### src/sv/assert_macros.svh
// Assertion helper macros used by the top-level RTL file.
`ifndef ASSERT_MACROS_SVH
`define ASSERT_MACROS_SVH

// The consequent must hold in the same cycle as the antecedent.
`define ASSERT_IMPLY(label, clk, rst_n, ante, cons) \
	label: assert property (@(posedge clk) disable iff (!rst_n) (ante) |-> (cons)) \
	else $error("assertion failed");

// The condition must never be seen.
`define ASSERT_NEVER(label, clk, rst_n, cond) \
	label: assert property (@(posedge clk) disable iff (!rst_n) !(cond)) \
	else $error("assertion failed");

`endif

### src/sv/sdbt_pkg.sv
// ----------------------------------------------------------------------------
// sdbt_pkg
// Shared types, codes and helper functions of the SD SPI block transfer engine.
// ----------------------------------------------------------------------------
`default_nettype none

package sdbt_pkg;

	localparam int BLOCK_BYTES = 512;
	localparam int R1_TRIES    = 10;
	localparam int COUNT_BITS  = 16;
	localparam int BI_W        = $clog2(BLOCK_BYTES) + 1;
	localparam logic [COUNT_BITS-1:0] TICK_MAX = {COUNT_BITS{1'b1}};

	// Request kinds.
	localparam logic [1:0] REQ_START = 2'd0;
	localparam logic [1:0] REQ_XCHG  = 2'd1;
	localparam logic [1:0] REQ_TICK  = 2'd2;

	// Result status codes.
	localparam logic [2:0] ST_OK       = 3'd0;
	localparam logic [2:0] ST_NOT_RDY  = 3'd1;
	localparam logic [2:0] ST_CMD_FAIL = 3'd2;
	localparam logic [2:0] ST_TIMEOUT  = 3'd3;
	localparam logic [2:0] ST_RD_FAIL  = 3'd4;
	localparam logic [2:0] ST_WR_FAIL  = 3'd5;

	// Command indexes.
	localparam logic [5:0] CMD12 = 6'd12;
	localparam logic [5:0] CMD17 = 6'd17;
	localparam logic [5:0] CMD18 = 6'd18;
	localparam logic [5:0] CMD23 = 6'd23;
	localparam logic [5:0] CMD24 = 6'd24;
	localparam logic [5:0] CMD25 = 6'd25;
	localparam logic [5:0] CMD55 = 6'd55;

	// Tokens and fill bytes.
	localparam logic [7:0] BYTE_FILL  = 8'hFF;
	localparam logic [7:0] TOK_START  = 8'hFE;
	localparam logic [7:0] TOK_MULTI  = 8'hFC;
	localparam logic [7:0] TOK_STOP   = 8'hFD;
	localparam logic [4:0] DRESP_MASK = 5'h1F;
	localparam logic [4:0] DRESP_OK   = 5'h05;

	// Configuration register indexes.
	localparam logic [2:0] REG_HIGH_CAP = 3'd0;
	localparam logic [2:0] REG_CARD_RDY = 3'd1;
	localparam logic [2:0] REG_IS_MMC   = 3'd2;
	localparam logic [2:0] REG_CMD_TO   = 3'd3;
	localparam logic [2:0] REG_RD_TO    = 3'd4;
	localparam logic [2:0] REG_WR_TO    = 3'd5;

	typedef struct packed {
		logic [1:0]  req_type;
		logic        op_write;
		logic [31:0] sector;
		logic [15:0] block_count;
		logic [7:0]  rx_byte;
		logic [7:0]  wr_byte;
	} in_item_t;

	typedef struct packed {
		logic [7:0] tx_byte;
		logic       tx_valid;
		logic       cs_active;
		logic [7:0] rd_byte;
		logic       rd_valid;
		logic       wr_request;
		logic       done_res;
		logic [2:0] status;
		logic       busy_res;
	} out_item_t;

	// Classified item as held in the queue.
	typedef struct packed {
		logic        is_start;
		logic        is_xchg;
		logic        is_tick;
		logic        op_write;
		logic [31:0] sector;
		logic [15:0] block_count;
		logic [7:0]  rx_byte;
		logic [7:0]  wr_byte;
	} q_entry_t;

	typedef struct packed {
		logic        high_capacity;
		logic        card_ready;
		logic        is_mmc;
		logic [15:0] cmd_timeout_ticks;
		logic [15:0] read_timeout_ticks;
		logic [15:0] write_timeout_ticks;
	} cfg_t;

	// CRC7 (polynomial 0x09) advanced over one byte, MSB first.
	function automatic logic [6:0] crc7_byte(input logic [6:0] crc, input logic [7:0] b);
		logic [6:0] c;
		logic       fb;
		c = crc;
		for (int i = 7; i >= 0; i--) begin
			fb = b[i] ^ c[6];
			c  = {c[5:0], 1'b0};
			if (fb) begin
				c = c ^ 7'h09;
			end
		end
		return c;
	endfunction

	// Byte idx of a command frame; the last one carries the CRC and end bit.
	function automatic logic [7:0] frame_byte(input logic [5:0] cmd, input logic [31:0] arg,
		input logic [2:0] idx, input logic [6:0] crc);
		logic [7:0] b;
		case (idx)
			3'd0:    b = {2'b01, cmd};
			3'd1:    b = arg[31:24];
			3'd2:    b = arg[23:16];
			3'd3:    b = arg[15:8];
			3'd4:    b = arg[7:0];
			default: b = {crc, 1'b1};
		endcase
		return b;
	endfunction

endpackage

`default_nettype wire

### src/sv/sdbt_front.sv
// ----------------------------------------------------------------------------
// sdbt_front
// Accepts input items, classifies the request kind and queues them.
// ----------------------------------------------------------------------------
`default_nettype none

module sdbt_front (
	input  wire                  clk,
	input  wire                  arst_n,
	input  wire                  in_valid,
	output logic                 in_stall,
	input  sdbt_pkg::in_item_t   in_data,
	output logic                 q_valid,
	output sdbt_pkg::q_entry_t   q_head,
	input  wire                  q_pop
);
	import sdbt_pkg::*;

	q_entry_t   slot_q [2];
	logic       wr_ptr_q;
	logic       rd_ptr_q;
	logic [1:0] count_q;
	q_entry_t   cls;
	logic       push;

	// Decode the request kind; unknown kinds carry no flag and are ignored later.
	always_comb begin
		cls             = '0;
		cls.is_start    = (in_data.req_type == REQ_START);
		cls.is_xchg     = (in_data.req_type == REQ_XCHG);
		cls.is_tick     = (in_data.req_type == REQ_TICK);
		cls.op_write    = in_data.op_write;
		cls.sector      = in_data.sector;
		cls.block_count = in_data.block_count;
		cls.rx_byte     = in_data.rx_byte;
		cls.wr_byte     = in_data.wr_byte;
	end

	assign in_stall = (count_q == 2'd2);
	assign push     = in_valid && !in_stall;
	assign q_valid  = (count_q != 2'd0);
	assign q_head   = slot_q[rd_ptr_q];

	// Two-entry queue storage.
	always_ff @(posedge clk) begin
		if (push) begin
			slot_q[wr_ptr_q] <= cls;
		end
	end

	// Queue pointers and fill count.
	always_ff @(posedge clk or negedge arst_n) begin
		if (!arst_n) begin
			wr_ptr_q <= 1'b0;
			rd_ptr_q <= 1'b0;
			count_q  <= 2'd0;
		end else begin
			if (push) begin
				wr_ptr_q <= !wr_ptr_q;
			end
			if (q_pop) begin
				rd_ptr_q <= !rd_ptr_q;
			end
			count_q <= count_q + {1'b0, push} - {1'b0, q_pop};
		end
	end

endmodule

`default_nettype wire

### src/sv/sdbt_engine.sv
// ----------------------------------------------------------------------------
// sdbt_engine
// Protocol sequencer: one queued item per cycle to a result register unless stalled.
// ----------------------------------------------------------------------------
`default_nettype none

module sdbt_engine (
	input  wire                  clk,
	input  wire                  arst_n,
	input  sdbt_pkg::cfg_t       cfg,
	input  wire                  q_valid,
	input  sdbt_pkg::q_entry_t   q_head,
	output logic                 q_pop,
	output logic                 out_valid,
	input  wire                  out_stall,
	output sdbt_pkg::out_item_t  out_data
);
	import sdbt_pkg::*;

	typedef enum logic [3:0] {
		PH_IDLE, PH_CMD_WAIT, PH_CMD_SEND, PH_CMD_STUFF, PH_CMD_RESP,
		PH_RD_TOKEN, PH_RD_DATA, PH_RD_CRC,
		PH_WR_READY, PH_WR_DATA, PH_WR_CRC, PH_WR_RESP, PH_WR_FLUSH,
		PH_WR_STOPTOK, PH_WR_DRAIN, PH_STOP_END
	} phase_t;

	phase_t          phase_q, n_phase;
	logic [5:0]      cmd_q, n_cmd;
	logic [31:0]     arg_q, n_arg;
	logic [6:0]      crc_q, n_crc;
	logic [BI_W-1:0] bi_q, n_bi;
	logic [15:0]     blocks_q, n_blocks;
	logic [31:0]     addr_q, n_addr;
	logic [3:0]      tries_q, n_tries;
	logic [COUNT_BITS-1:0] tick_q, n_tick;
	logic [2:0]      fstat_q, n_fstat;
	logic            out_valid_q;
	out_item_t       out_q, res;
	logic            advance;

	logic            do_disp, do_cmd, do_send;
	logic [7:0]      disp_r;
	logic [5:0]      cmd_sel;
	logic [31:0]     arg_sel;
	logic [7:0]      fb;
	logic            multi_wr;
	logic            multi_rd;
	logic [7:0]      r;

	assign advance   = q_valid && (!out_valid_q || !out_stall);
	assign q_pop     = advance;
	assign out_valid = out_valid_q;
	assign out_data  = out_q;
	assign multi_wr  = (cmd_q == CMD25);
	assign multi_rd  = (cmd_q == CMD18);
	assign r         = q_head.rx_byte;

	// Next state and result of the item at the head of the queue.
	always_comb begin
		n_phase  = phase_q;
		n_cmd    = cmd_q;
		n_arg    = arg_q;
		n_crc    = crc_q;
		n_bi     = bi_q;
		n_blocks = blocks_q;
		n_addr   = addr_q;
		n_tries  = tries_q;
		n_tick   = tick_q;
		n_fstat  = fstat_q;
		res      = '0;
		do_disp  = 1'b0;
		do_cmd   = 1'b0;
		do_send  = 1'b0;
		disp_r   = BYTE_FILL;
		cmd_sel  = CMD12;
		arg_sel  = '0;
		fb       = '0;

		if (q_head.is_start) begin
			if (phase_q == PH_IDLE) begin
				if (!cfg.card_ready || q_head.block_count == 16'd0) begin
					res.done_res = 1'b1;
					res.status   = ST_NOT_RDY;
				end else begin
					n_blocks = q_head.block_count;
					n_addr   = cfg.high_capacity ? q_head.sector : {q_head.sector[22:0], 9'd0};
					do_cmd   = 1'b1;
					arg_sel  = n_addr;
					if (!q_head.op_write) begin
						cmd_sel = (q_head.block_count == 16'd1) ? CMD17 : CMD18;
					end else if (q_head.block_count == 16'd1) begin
						cmd_sel = CMD24;
					end else if (!cfg.is_mmc) begin
						cmd_sel = CMD55;
						arg_sel = '0;
					end else begin
						cmd_sel = CMD25;
					end
				end
			end
		end else if (q_head.is_tick) begin
			if (phase_q != PH_IDLE && tick_q < TICK_MAX) begin
				n_tick = tick_q + 1'b1;
			end
		end else if (q_head.is_xchg && phase_q != PH_IDLE) begin
			case (phase_q)
				PH_CMD_WAIT: begin
					if (r == BYTE_FILL) begin
						n_bi    = '0;
						do_send = 1'b1;
					end else if (tick_q >= cfg.cmd_timeout_ticks) begin
						do_disp = 1'b1;
						disp_r  = BYTE_FILL;
					end else begin
						res.tx_byte = BYTE_FILL; res.tx_valid = 1'b1; res.cs_active = 1'b1;
					end
				end
				PH_CMD_SEND: begin
					res.tx_byte = BYTE_FILL; res.tx_valid = 1'b1; res.cs_active = 1'b1;
					if (bi_q < BI_W'(6)) begin
						do_send = 1'b1;
					end else if (cmd_q == CMD12) begin
						n_phase = PH_CMD_STUFF;
					end else begin
						n_tries = '0;
						n_phase = PH_CMD_RESP;
					end
				end
				PH_CMD_STUFF: begin
					n_tries = '0;
					res.tx_byte = BYTE_FILL; res.tx_valid = 1'b1; res.cs_active = 1'b1;
					n_phase = PH_CMD_RESP;
				end
				PH_CMD_RESP: begin
					n_tries = tries_q + 1'b1;
					if (r[7] && n_tries < 4'(R1_TRIES)) begin
						res.tx_byte = BYTE_FILL; res.tx_valid = 1'b1; res.cs_active = 1'b1;
					end else begin
						do_disp = 1'b1;
						disp_r  = r;
					end
				end
				PH_RD_TOKEN: begin
					if (tick_q > cfg.read_timeout_ticks || (r != BYTE_FILL && r != TOK_START))
							begin
						if (multi_rd) begin
							n_fstat = (tick_q > cfg.read_timeout_ticks) ? ST_TIMEOUT : ST_RD_FAIL;
							do_cmd  = 1'b1;
							cmd_sel = CMD12;
						end else begin
							n_phase = PH_IDLE;
							res.tx_byte = BYTE_FILL; res.tx_valid = 1'b1; res.done_res = 1'b1;
							res.status = (tick_q > cfg.read_timeout_ticks) ? ST_TIMEOUT : ST_RD_FAIL;
						end
					end else begin
						res.tx_byte = BYTE_FILL; res.tx_valid = 1'b1; res.cs_active = 1'b1;
						if (r == TOK_START) begin
							n_bi    = '0;
							n_phase = PH_RD_DATA;
						end
					end
				end
				PH_RD_DATA: begin
					res.rd_byte  = r;
					res.rd_valid = 1'b1;
					res.tx_byte = BYTE_FILL; res.tx_valid = 1'b1; res.cs_active = 1'b1;
					n_bi = bi_q + 1'b1;
					if (n_bi >= BI_W'(BLOCK_BYTES)) begin
						n_bi    = '0;
						n_phase = PH_RD_CRC;
					end
				end
				PH_RD_CRC: begin
					if (bi_q == '0) begin
						n_bi = BI_W'(1);
						res.tx_byte = BYTE_FILL; res.tx_valid = 1'b1; res.cs_active = 1'b1;
					end else begin
						n_blocks = blocks_q - 1'b1;
						if (n_blocks != 16'd0) begin
							n_tick  = '0;
							n_phase = PH_RD_TOKEN;
							res.tx_byte = BYTE_FILL; res.tx_valid = 1'b1; res.cs_active = 1'b1;
						end else if (multi_rd) begin
							n_fstat = ST_OK;
							do_cmd  = 1'b1;
							cmd_sel = CMD12;
						end else begin
							n_phase = PH_IDLE;
							res.tx_byte = BYTE_FILL; res.tx_valid = 1'b1; res.done_res = 1'b1;
							res.status = ST_OK;
						end
					end
				end
				PH_WR_READY, PH_WR_FLUSH: begin
					if (r == BYTE_FILL) begin
						if (phase_q == PH_WR_READY) begin
							res.tx_byte = multi_wr ? TOK_MULTI : TOK_START;
							res.tx_valid = 1'b1; res.cs_active = 1'b1;
							res.wr_request = 1'b1;
							n_bi    = '0;
							n_phase = PH_WR_DATA;
						end else if (multi_wr) begin
							res.tx_byte = TOK_STOP; res.tx_valid = 1'b1; res.cs_active = 1'b1;
							n_phase = PH_WR_STOPTOK;
						end else begin
							n_phase = PH_IDLE;
							res.tx_byte = BYTE_FILL; res.tx_valid = 1'b1; res.done_res = 1'b1;
							res.status = ST_OK;
						end
					end else if (tick_q >= cfg.write_timeout_ticks) begin
						if (multi_wr) begin
							n_fstat = ST_TIMEOUT;
							res.tx_byte = TOK_STOP; res.tx_valid = 1'b1; res.cs_active = 1'b1;
							n_phase = PH_STOP_END;
						end else begin
							n_phase = PH_IDLE;
							res.tx_byte = BYTE_FILL; res.tx_valid = 1'b1; res.done_res = 1'b1;
							res.status = ST_TIMEOUT;
						end
					end else begin
						res.tx_byte = BYTE_FILL; res.tx_valid = 1'b1; res.cs_active = 1'b1;
					end
				end
				PH_WR_DATA: begin
					res.tx_byte = q_head.wr_byte; res.tx_valid = 1'b1; res.cs_active = 1'b1;
					n_bi = bi_q + 1'b1;
					if (n_bi < BI_W'(BLOCK_BYTES)) begin
						res.wr_request = 1'b1;
					end else begin
						n_bi    = '0;
						n_phase = PH_WR_CRC;
					end
				end
				PH_WR_CRC: begin
					n_bi = bi_q + 1'b1;
					res.tx_byte = BYTE_FILL; res.tx_valid = 1'b1; res.cs_active = 1'b1;
					if (n_bi >= BI_W'(3)) begin
						n_phase = PH_WR_RESP;
					end
				end
				PH_WR_RESP: begin
					if ((r[4:0] & DRESP_MASK) != DRESP_OK) begin
						if (multi_wr) begin
							n_fstat = ST_WR_FAIL;
							res.tx_byte = TOK_STOP; res.tx_valid = 1'b1; res.cs_active = 1'b1;
							n_phase = PH_STOP_END;
						end else begin
							n_phase = PH_IDLE;
							res.tx_byte = BYTE_FILL; res.tx_valid = 1'b1; res.done_res = 1'b1;
							res.status = ST_WR_FAIL;
						end
					end else begin
						n_tick = '0;
						res.tx_byte = BYTE_FILL; res.tx_valid = 1'b1; res.cs_active = 1'b1;
						n_phase = PH_WR_FLUSH;
						if (multi_wr) begin
							n_blocks = blocks_q - 1'b1;
							if (n_blocks != 16'd0) begin
								n_phase = PH_WR_READY;
							end
						end
					end
				end
				PH_WR_STOPTOK: begin
					n_tick = '0;
					res.tx_byte = BYTE_FILL; res.tx_valid = 1'b1; res.cs_active = 1'b1;
					n_phase = PH_WR_DRAIN;
				end
				PH_WR_DRAIN: begin
					if (r == BYTE_FILL || tick_q >= cfg.write_timeout_ticks) begin
						n_phase = PH_IDLE;
						res.tx_byte = BYTE_FILL; res.tx_valid = 1'b1; res.done_res = 1'b1;
						res.status = ST_OK;
					end else begin
						res.tx_byte = BYTE_FILL; res.tx_valid = 1'b1; res.cs_active = 1'b1;
					end
				end
				PH_STOP_END: begin
					n_phase = PH_IDLE;
					res.tx_byte = BYTE_FILL; res.tx_valid = 1'b1; res.done_res = 1'b1;
					res.status = fstat_q;
				end
				default: begin
					n_phase = PH_IDLE;
				end
			endcase
		end

		// Dispatch on the R1 reply of the current command.
		if (do_disp) begin
			case (cmd_q)
				CMD17, CMD18, CMD24, CMD25: begin
					if (disp_r != 8'd0) begin
						n_phase = PH_IDLE;
						res.tx_byte = BYTE_FILL; res.tx_valid = 1'b1; res.done_res = 1'b1;
						res.status = ST_CMD_FAIL;
					end else begin
						n_tick  = '0;
						res.tx_byte = BYTE_FILL; res.tx_valid = 1'b1; res.cs_active = 1'b1;
						n_phase = (cmd_q == CMD24 || cmd_q == CMD25) ? PH_WR_READY : PH_RD_TOKEN;
					end
				end
				CMD12: begin
					n_phase = PH_IDLE;
					res.tx_byte = BYTE_FILL; res.tx_valid = 1'b1; res.done_res = 1'b1;
					res.status = fstat_q;
				end
				CMD55: begin
					do_cmd = 1'b1;
					if (disp_r > 8'd1) begin
						cmd_sel = CMD25;
						arg_sel = addr_q;
					end else begin
						cmd_sel = CMD23;
						arg_sel = {16'd0, blocks_q};
					end
				end
				CMD23: begin
					do_cmd  = 1'b1;
					cmd_sel = CMD25;
					arg_sel = addr_q;
				end
				default: begin
					n_phase = PH_IDLE;
					res.tx_byte = BYTE_FILL; res.tx_valid = 1'b1; res.done_res = 1'b1;
					res.status = ST_CMD_FAIL;
				end
			endcase
		end

		// Begin a command: the stop command goes out at once, others wait for ready.
		if (do_cmd) begin
			n_cmd = cmd_sel;
			n_arg = arg_sel;
			if (cmd_sel == CMD12) begin
				n_bi    = '0;
				do_send = 1'b1;
			end else begin
				n_tick  = '0;
				res.tx_byte = BYTE_FILL; res.tx_valid = 1'b1; res.cs_active = 1'b1;
				n_phase = PH_CMD_WAIT;
			end
		end

		// Send one frame byte; the CRC is built a byte at a time as the head goes out.
		if (do_send) begin
			fb    = frame_byte(n_cmd, n_arg, n_bi[2:0], n_crc);
			n_crc = crc7_byte((n_bi == '0) ? 7'd0 : n_crc, fb);
			n_bi  = n_bi + 1'b1;
			res.tx_byte = fb; res.tx_valid = 1'b1; res.cs_active = 1'b1;
			n_phase = PH_CMD_SEND;
		end

		res.busy_res = (n_phase != PH_IDLE);
		if (!res.tx_valid) begin
			res.cs_active = res.busy_res;
		end
	end

	// Sequencer state and the result register.
	always_ff @(posedge clk or negedge arst_n) begin
		if (!arst_n) begin
			phase_q     <= PH_IDLE;
			cmd_q       <= '0;
			arg_q       <= '0;
			crc_q       <= '0;
			bi_q        <= '0;
			blocks_q    <= '0;
			addr_q      <= '0;
			tries_q     <= '0;
			tick_q      <= '0;
			fstat_q     <= '0;
			out_valid_q <= 1'b0;
		end else begin
			if (advance) begin
				phase_q     <= n_phase;
				cmd_q       <= n_cmd;
				arg_q       <= n_arg;
				crc_q       <= n_crc;
				bi_q        <= n_bi;
				blocks_q    <= n_blocks;
				addr_q      <= n_addr;
				tries_q     <= n_tries;
				tick_q      <= n_tick;
				fstat_q     <= n_fstat;
				out_valid_q <= 1'b1;
			end else if (!out_stall) begin
				out_valid_q <= 1'b0;
			end
		end
	end

	// Result payload.
	always_ff @(posedge clk) begin
		if (advance) begin
			out_q <= res;
		end
	end

endmodule

`default_nettype wire

### src/sv/sd_spi_block_transfer_engine.sv
// An accepted item is written to the queue, then its result to the result register.
// Throughput: the sequencer takes one queued item per cycle unless output stalls.
// A two-entry queue and the result register let each side stall on its own.
// Reset: arst_n resets sequencer, queue count and config at once; no clearing pass.
// ----------------------------------------------------------------------------
// sd_spi_block_transfer_engine
// SD SPI-mode host block transfer engine with an APB-style register port.
// ----------------------------------------------------------------------------
`default_nettype none

`include "assert_macros.svh"

module sd_spi_block_transfer_engine (
	input  wire                  clk,
	input  wire                  arst_n,
	input  wire                  in_valid,
	output logic                 in_stall,
	input  sdbt_pkg::in_item_t   in_data,
	output logic                 out_valid,
	input  wire                  out_stall,
	output sdbt_pkg::out_item_t  out_data,
	input  wire                  psel,
	input  wire                  penable,
	input  wire                  pwrite,
	input  wire  [4:0]           paddr,
	input  wire  [31:0]          pwdata,
	output logic [31:0]          prdata,
	output logic                 pready
);
	import sdbt_pkg::*;

	cfg_t       cfg_q;
	logic       q_valid;
	q_entry_t   q_head;
	logic       q_pop;
	logic [2:0] reg_idx;

	assign pready  = 1'b1;
	assign reg_idx = paddr[4:2];

	// Register writes.
	always_ff @(posedge clk or negedge arst_n) begin
		if (!arst_n) begin
			cfg_q.high_capacity       <= 1'b0;
			cfg_q.card_ready          <= 1'b0;
			cfg_q.is_mmc              <= 1'b0;
			cfg_q.cmd_timeout_ticks   <= 16'd500;
			cfg_q.read_timeout_ticks  <= 16'd200;
			cfg_q.write_timeout_ticks <= 16'd500;
		end else if (psel && penable && pwrite) begin
			case (reg_idx)
				REG_HIGH_CAP: cfg_q.high_capacity       <= pwdata[0];
				REG_CARD_RDY: cfg_q.card_ready          <= pwdata[0];
				REG_IS_MMC:   cfg_q.is_mmc              <= pwdata[0];
				REG_CMD_TO:   cfg_q.cmd_timeout_ticks   <= pwdata[15:0];
				REG_RD_TO:    cfg_q.read_timeout_ticks  <= pwdata[15:0];
				REG_WR_TO:    cfg_q.write_timeout_ticks <= pwdata[15:0];
				default: ;
			endcase
		end
	end

	// Register reads.
	always_comb begin
		case (reg_idx)
			REG_HIGH_CAP: prdata = {31'd0, cfg_q.high_capacity};
			REG_CARD_RDY: prdata = {31'd0, cfg_q.card_ready};
			REG_IS_MMC:   prdata = {31'd0, cfg_q.is_mmc};
			REG_CMD_TO:   prdata = {16'd0, cfg_q.cmd_timeout_ticks};
			REG_RD_TO:    prdata = {16'd0, cfg_q.read_timeout_ticks};
			REG_WR_TO:    prdata = {16'd0, cfg_q.write_timeout_ticks};
			default:      prdata = 32'd0;
		endcase
	end

	sdbt_front u_front (
		.clk      (clk),
		.arst_n   (arst_n),
		.in_valid (in_valid),
		.in_stall (in_stall),
		.in_data  (in_data),
		.q_valid  (q_valid),
		.q_head   (q_head),
		.q_pop    (q_pop)
	);

	sdbt_engine u_engine (
		.clk       (clk),
		.arst_n    (arst_n),
		.cfg       (cfg_q),
		.q_valid   (q_valid),
		.q_head    (q_head),
		.q_pop     (q_pop),
		.out_valid (out_valid),
		.out_stall (out_stall),
		.out_data  (out_data)
	);

	// A finishing result releases chip select and reports idle.
	`ASSERT_IMPLY(a_done_idle, clk, arst_n, out_valid && out_data.done_res,
		!out_data.busy_res && !out_data.cs_active)
	// Read payload only arrives with a requested exchange.
	`ASSERT_IMPLY(a_rd_xchg, clk, arst_n, out_valid && out_data.rd_valid,
		out_data.tx_valid && out_data.cs_active)
	// A status code is only reported on a finishing result.
	`ASSERT_NEVER(a_status_done, clk, arst_n,
		out_valid && !out_data.done_res && (out_data.status != ST_OK))

endmodule

`default_nettype wire
### config.mk
export PLATFORM = sky130hd
export DESIGN_NAME = sd_spi_block_transfer_engine
export DESIGN_NICKNAME = d
export VERILOG_FILES = /design/src/sv/sdbt_pkg.sv /design/src/sv/sdbt_front.sv /design/src/sv/sdbt_engine.sv /design/src/sv/sd_spi_block_transfer_engine.sv
export VERILOG_INCLUDE_DIRS = /design/src /design/src/sv
export SDC_FILE = /design/constraint.sdc
export NUM_CORES = 1
export LEC_CHECK = 0
export ABC_AREA = 1
export BUFFER_PORTS_ARGS = -buffer_cell sky130_fd_sc_hd__buf_4
export CORE_MARGIN = 2
export CORE_UTILIZATION = 29
export CTS_CLUSTER_DIAMETER = 200
export DETAILED_ROUTE_END_ITERATION = 7
export GPL_TIMING_DRIVEN = 1
export PLACE_DENSITY = 0.54
export REMOVE_ABC_BUFFERS = 1
export SLEW_MARGIN = 10
export SYNTH_ARGS = -nofsm -noshare
export SYNTH_HDL_FRONTEND = slang
export SYNTH_SLANG_ARGS = --single-unit
### constraint.sdc
create_clock -name clk -period 7.3 [get_ports clk]
set_input_delay 1.095 -clock clk [delete_from_list [all_inputs] [get_ports clk]]
set_output_delay 1.095 -clock clk [all_outputs]
set_load 0.01 [all_outputs]
==> flow_summary.yaml <==
routing:
  drc: 0
  ant_nets: 0
  via_per_inst: 4.906
  routed-via-count: 16590
  routedWlPerCell_um: 17.15
  wirelength_um: 58000
  drt_iter0_markers: 1370
  first_pass_iters: 5
layout:
  fill_cells: 6940
  nets: 2645
  syn2layout_area_growth_pct: 16.47
  drive_gt1_frac: 0.1257
timing:
  max_slew_margin: 0.2369
  period_needed_ns: 5.136
  setup_viol: 0
  maxSlewViolCount: 0
  finalSetupTns_ns: 0
  hold_viol_final: 0
  timing.hold.ws_ns: 0.4912
  clock-skew-final_ns: 0.03262
  rsz0062_at_grt: "no"
  fmax_mhz: 194.7
  worst_pin_slew_ns: 1.142
  fin_crit_sh: 0.7036
grt:
  gr-usage-all-layers: 0.1645
  grt-ovfl-total: 0
  grt_max_degree: 126
  grt_pass1_wl_um: 91750
  grt_pass1_vias: 16460
  antenna_found_initial: 0
clock_tree:
  insertion_delay_ns: 0.59
  cts_buffers: 42
  clkTransAtPathRegs_ns: 0.06
  ctsHtreeMaxLevel: 2
  cts_resized: 0
  cts_sinks: 347
  cts_setup_buffers: 0
  cts_tree: "yes"
  root_buffer: "clkbuf_16"
  hold_buffers: 0
  clockBufferDepth: 3
worst_setup_path:
  rrSetupSlack_ns: 2.16
  startpoint_type: "register"
  endpoint_kind: "register"
  path_delay_family: "simple AND/OR/NAND/NOR gates"
  cp.arrival_ns: 5.59
  cp.required_ns: 7.75
  cp_slowest_cell: "dfrtp_4"
  slowest_delay_ns: 0.66
  crit_type: "reg2reg"
  crit_buf_inv: 5
  path_max_fanout: 35
  worst_path_most_repeated_cell: "nand2_1"
floorplanning:
  die_area_mm2: 0.06995
  core_area_mm2: 0.06716
  die_y_um: 264.5
  die_x_um: 264.5
  pin_count: 171
  fp-row-count: 95
  start_util: 0.2930
power:
  seqPwrFrac: 0.333
  p_comb_frac: 0.443
  internal-power_w: 0.005313
  sw_frac_of_total: 0.4353
  vdd_drop_max_mv: 0.1608
  p_switching_w: 0.004095
  clockPowerShare: 0.225
  cellPowerDensity_mw_per_mm2: 410.5
  leakage_nw: 10.23
synthesis:
  synthMostInstantiatedCell: "nand2_1"
  netlist_area_mm2: 0.01968
  netlist-cell-type-count: 71
  yosysSeqAreaShare: 0.4832
  yosysWarnings: 0
  synthTopCellsByArea: "edfxtp_1 25%, dfrtp_1 22%, nand2_1 11%, o21ai_0 5.5%, inv_1 5.4%"
  synth_common_cells: "559 x nand2_1, 283 x inv_1, 216 x o21ai_0"
  synth_top_cell_by_area: "edfxtp_1"
  synth.avg_cell_area_um2: 8.345
  synth_ff_type: "dfrtp_1"
  async_flop_share: 0.5360
  synth_top_cell_area_share: 0.2457
  synth_edf_count: 161
  syn_inst: 2358
  synth-seq-cells: 347
outcome:
  status: "finished clean"
run:
  maxCapViolCount: 0
place:
  numPortBuffers: 135
  gp_congestion: 0.8949
  dp_hpwl_um: 42300
worst_hold_path:
  hold_path.class: "reg2reg"
[per-stage QoR]
stage          utilization  setup WS (ns)  total power, W  std cells  cell area (um2)
3_5_place_dp        0.3204          2.218        0.007344       3301            21520
3_3_place_gp        0.3204          2.195        0.007254       3301            21520
2_1_floorplan            -          1.726        0.005938       2278            19240
6_report            0.3413          2.164        0.009409       3382            22920
5_1_grt             0.3411          1.623         0.01016       3379            22910
4_1_cts             0.3410          2.185        0.009500       3379            22900
[power groups by stage]
stage,clock (W),sequential [W],combinational (W)
final,0.00211,0.00313,0.00416
after floorplan,0,0.00313,0.00281
after global routing,0.00226,0.00320,0.00470
after detailed placement,0,0.00317,0.00417
after global placement,0,0.00315,0.00410
after CTS,0.00217,0.00314,0.00419
[state kept, by name, summed over array words and instances, names as in the netlist, 6 cells and up]
name,count
u_engine.cmd_q,6
u_engine.arg_q,32
u_engine.bi_q,10
u_engine.crc_q,7
u_engine.addr_q,32
u_engine.blocks_q,16
u_engine.tick_q,16
cfg_q,51
u_engine.out_data,25
u_front.slot_q,136
[worst paths after layout]
check | from | endpoint | cells after the start
worst max-delay path | u_front.rd_ptr_q$_DFFE_PN0P_ | u_engine.crc_q[3]$_DFFE_PN0P_ | 26
worst min-delay path | u_engine.fstat_q[0]$_DFFE_PN0P_ | u_engine.fstat_q[0]$_DFFE_PN0P_ | 1
worst max register to register | u_front.rd_ptr_q$_DFFE_PN0P_ | u_engine.crc_q[3]$_DFFE_PN0P_ | 26
worst min register to register | u_engine.fstat_q[0]$_DFFE_PN0P_ | u_engine.fstat_q[0]$_DFFE_PN0P_ | 1
max in group asynchronous | arst_n | u_front.rd_ptr_q$_DFFE_PN0P_ | 2
min in group asynchronous | arst_n | cfg_q[20]$_DFFE_PN0P_ | 1
[cell usage in the layout (no fill, tap or decap), types with 7 or more instances in the layout]
cell type | synthesis | routed
dfstp_2 | 15 | 15
a21oi_1 | 68 | 67
o221ai_1 | 19 | 19
inv_2 | 17 | 17
o21ai_0 | 216 | 215
o211ai_1 | 26 | 26
o31ai_1 | 9 | 9
buf_4 | 20 | 148
or2_2 | 7 | 7
nand3_1 | 140 | 140
a31oi_1 | 27 | 27
o21ai_1 | 24 | 24
nor2_1 | 202 | 197
mux2i_1 | 32 | 32
nand4_1 | 26 | 26
conb_1 | 2 | 17
xor2_1 | 18 | 18
a22oi_1 | 13 | 13
dfrtp_1 | 171 | 170
nor2_2 | 8 | 8
clkinv_2 | 0 | 9
nand2_2 | 13 | 13
o22ai_1 | 31 | 31
clkbuf_1 | 52 | 14
clkbuf_16 | 0 | 43
inv_1 | 283 | 282
nor3_1 | 27 | 26
nor4_1 | 7 | 7
edfxtp_1 | 161 | 161
ha_1 | 62 | 62
nand2_1 | 559 | 559
[per-layer routing]
metal  wire (um)  GRT usage
met3        2653    0.02434
met5           0          0
met4        1661    0.05329
met2       28310     0.2870
met1       25380     0.2088
[final cells by class]
| class | count | area (um2) | share of cell area |
|---|---|---|---|
| flip-flops and latches | 347 | 9512 | 0.4150 |
| multi-input cells | 1628 | 8638 | 0.3769 |
| clock buffers | 59 | 1156 | 0.05045 |
| inverters | 303 | 1145 | 0.04995 |
| repair buffers | 150 | 1142 | 0.04984 |
| well taps | 873 | 1092 | 0.04766 |
| clock inverters | 19 | 225.2 | 0.009827 |
| diodes | 3 | 7.507 | 0.0003276 |
[cells by family after synthesis]
group	synth area share
other	0.0003817
buffers and inverters	0.08323
xor gates and xnor gates	0.009792
muxes	0.01857
AOI/OAI and AO/OA	0.1396
adders and majority gates	0.03942
and+or+nand+nor	0.2258
DFF	0.4832
(Power assumes the default switching activity.)
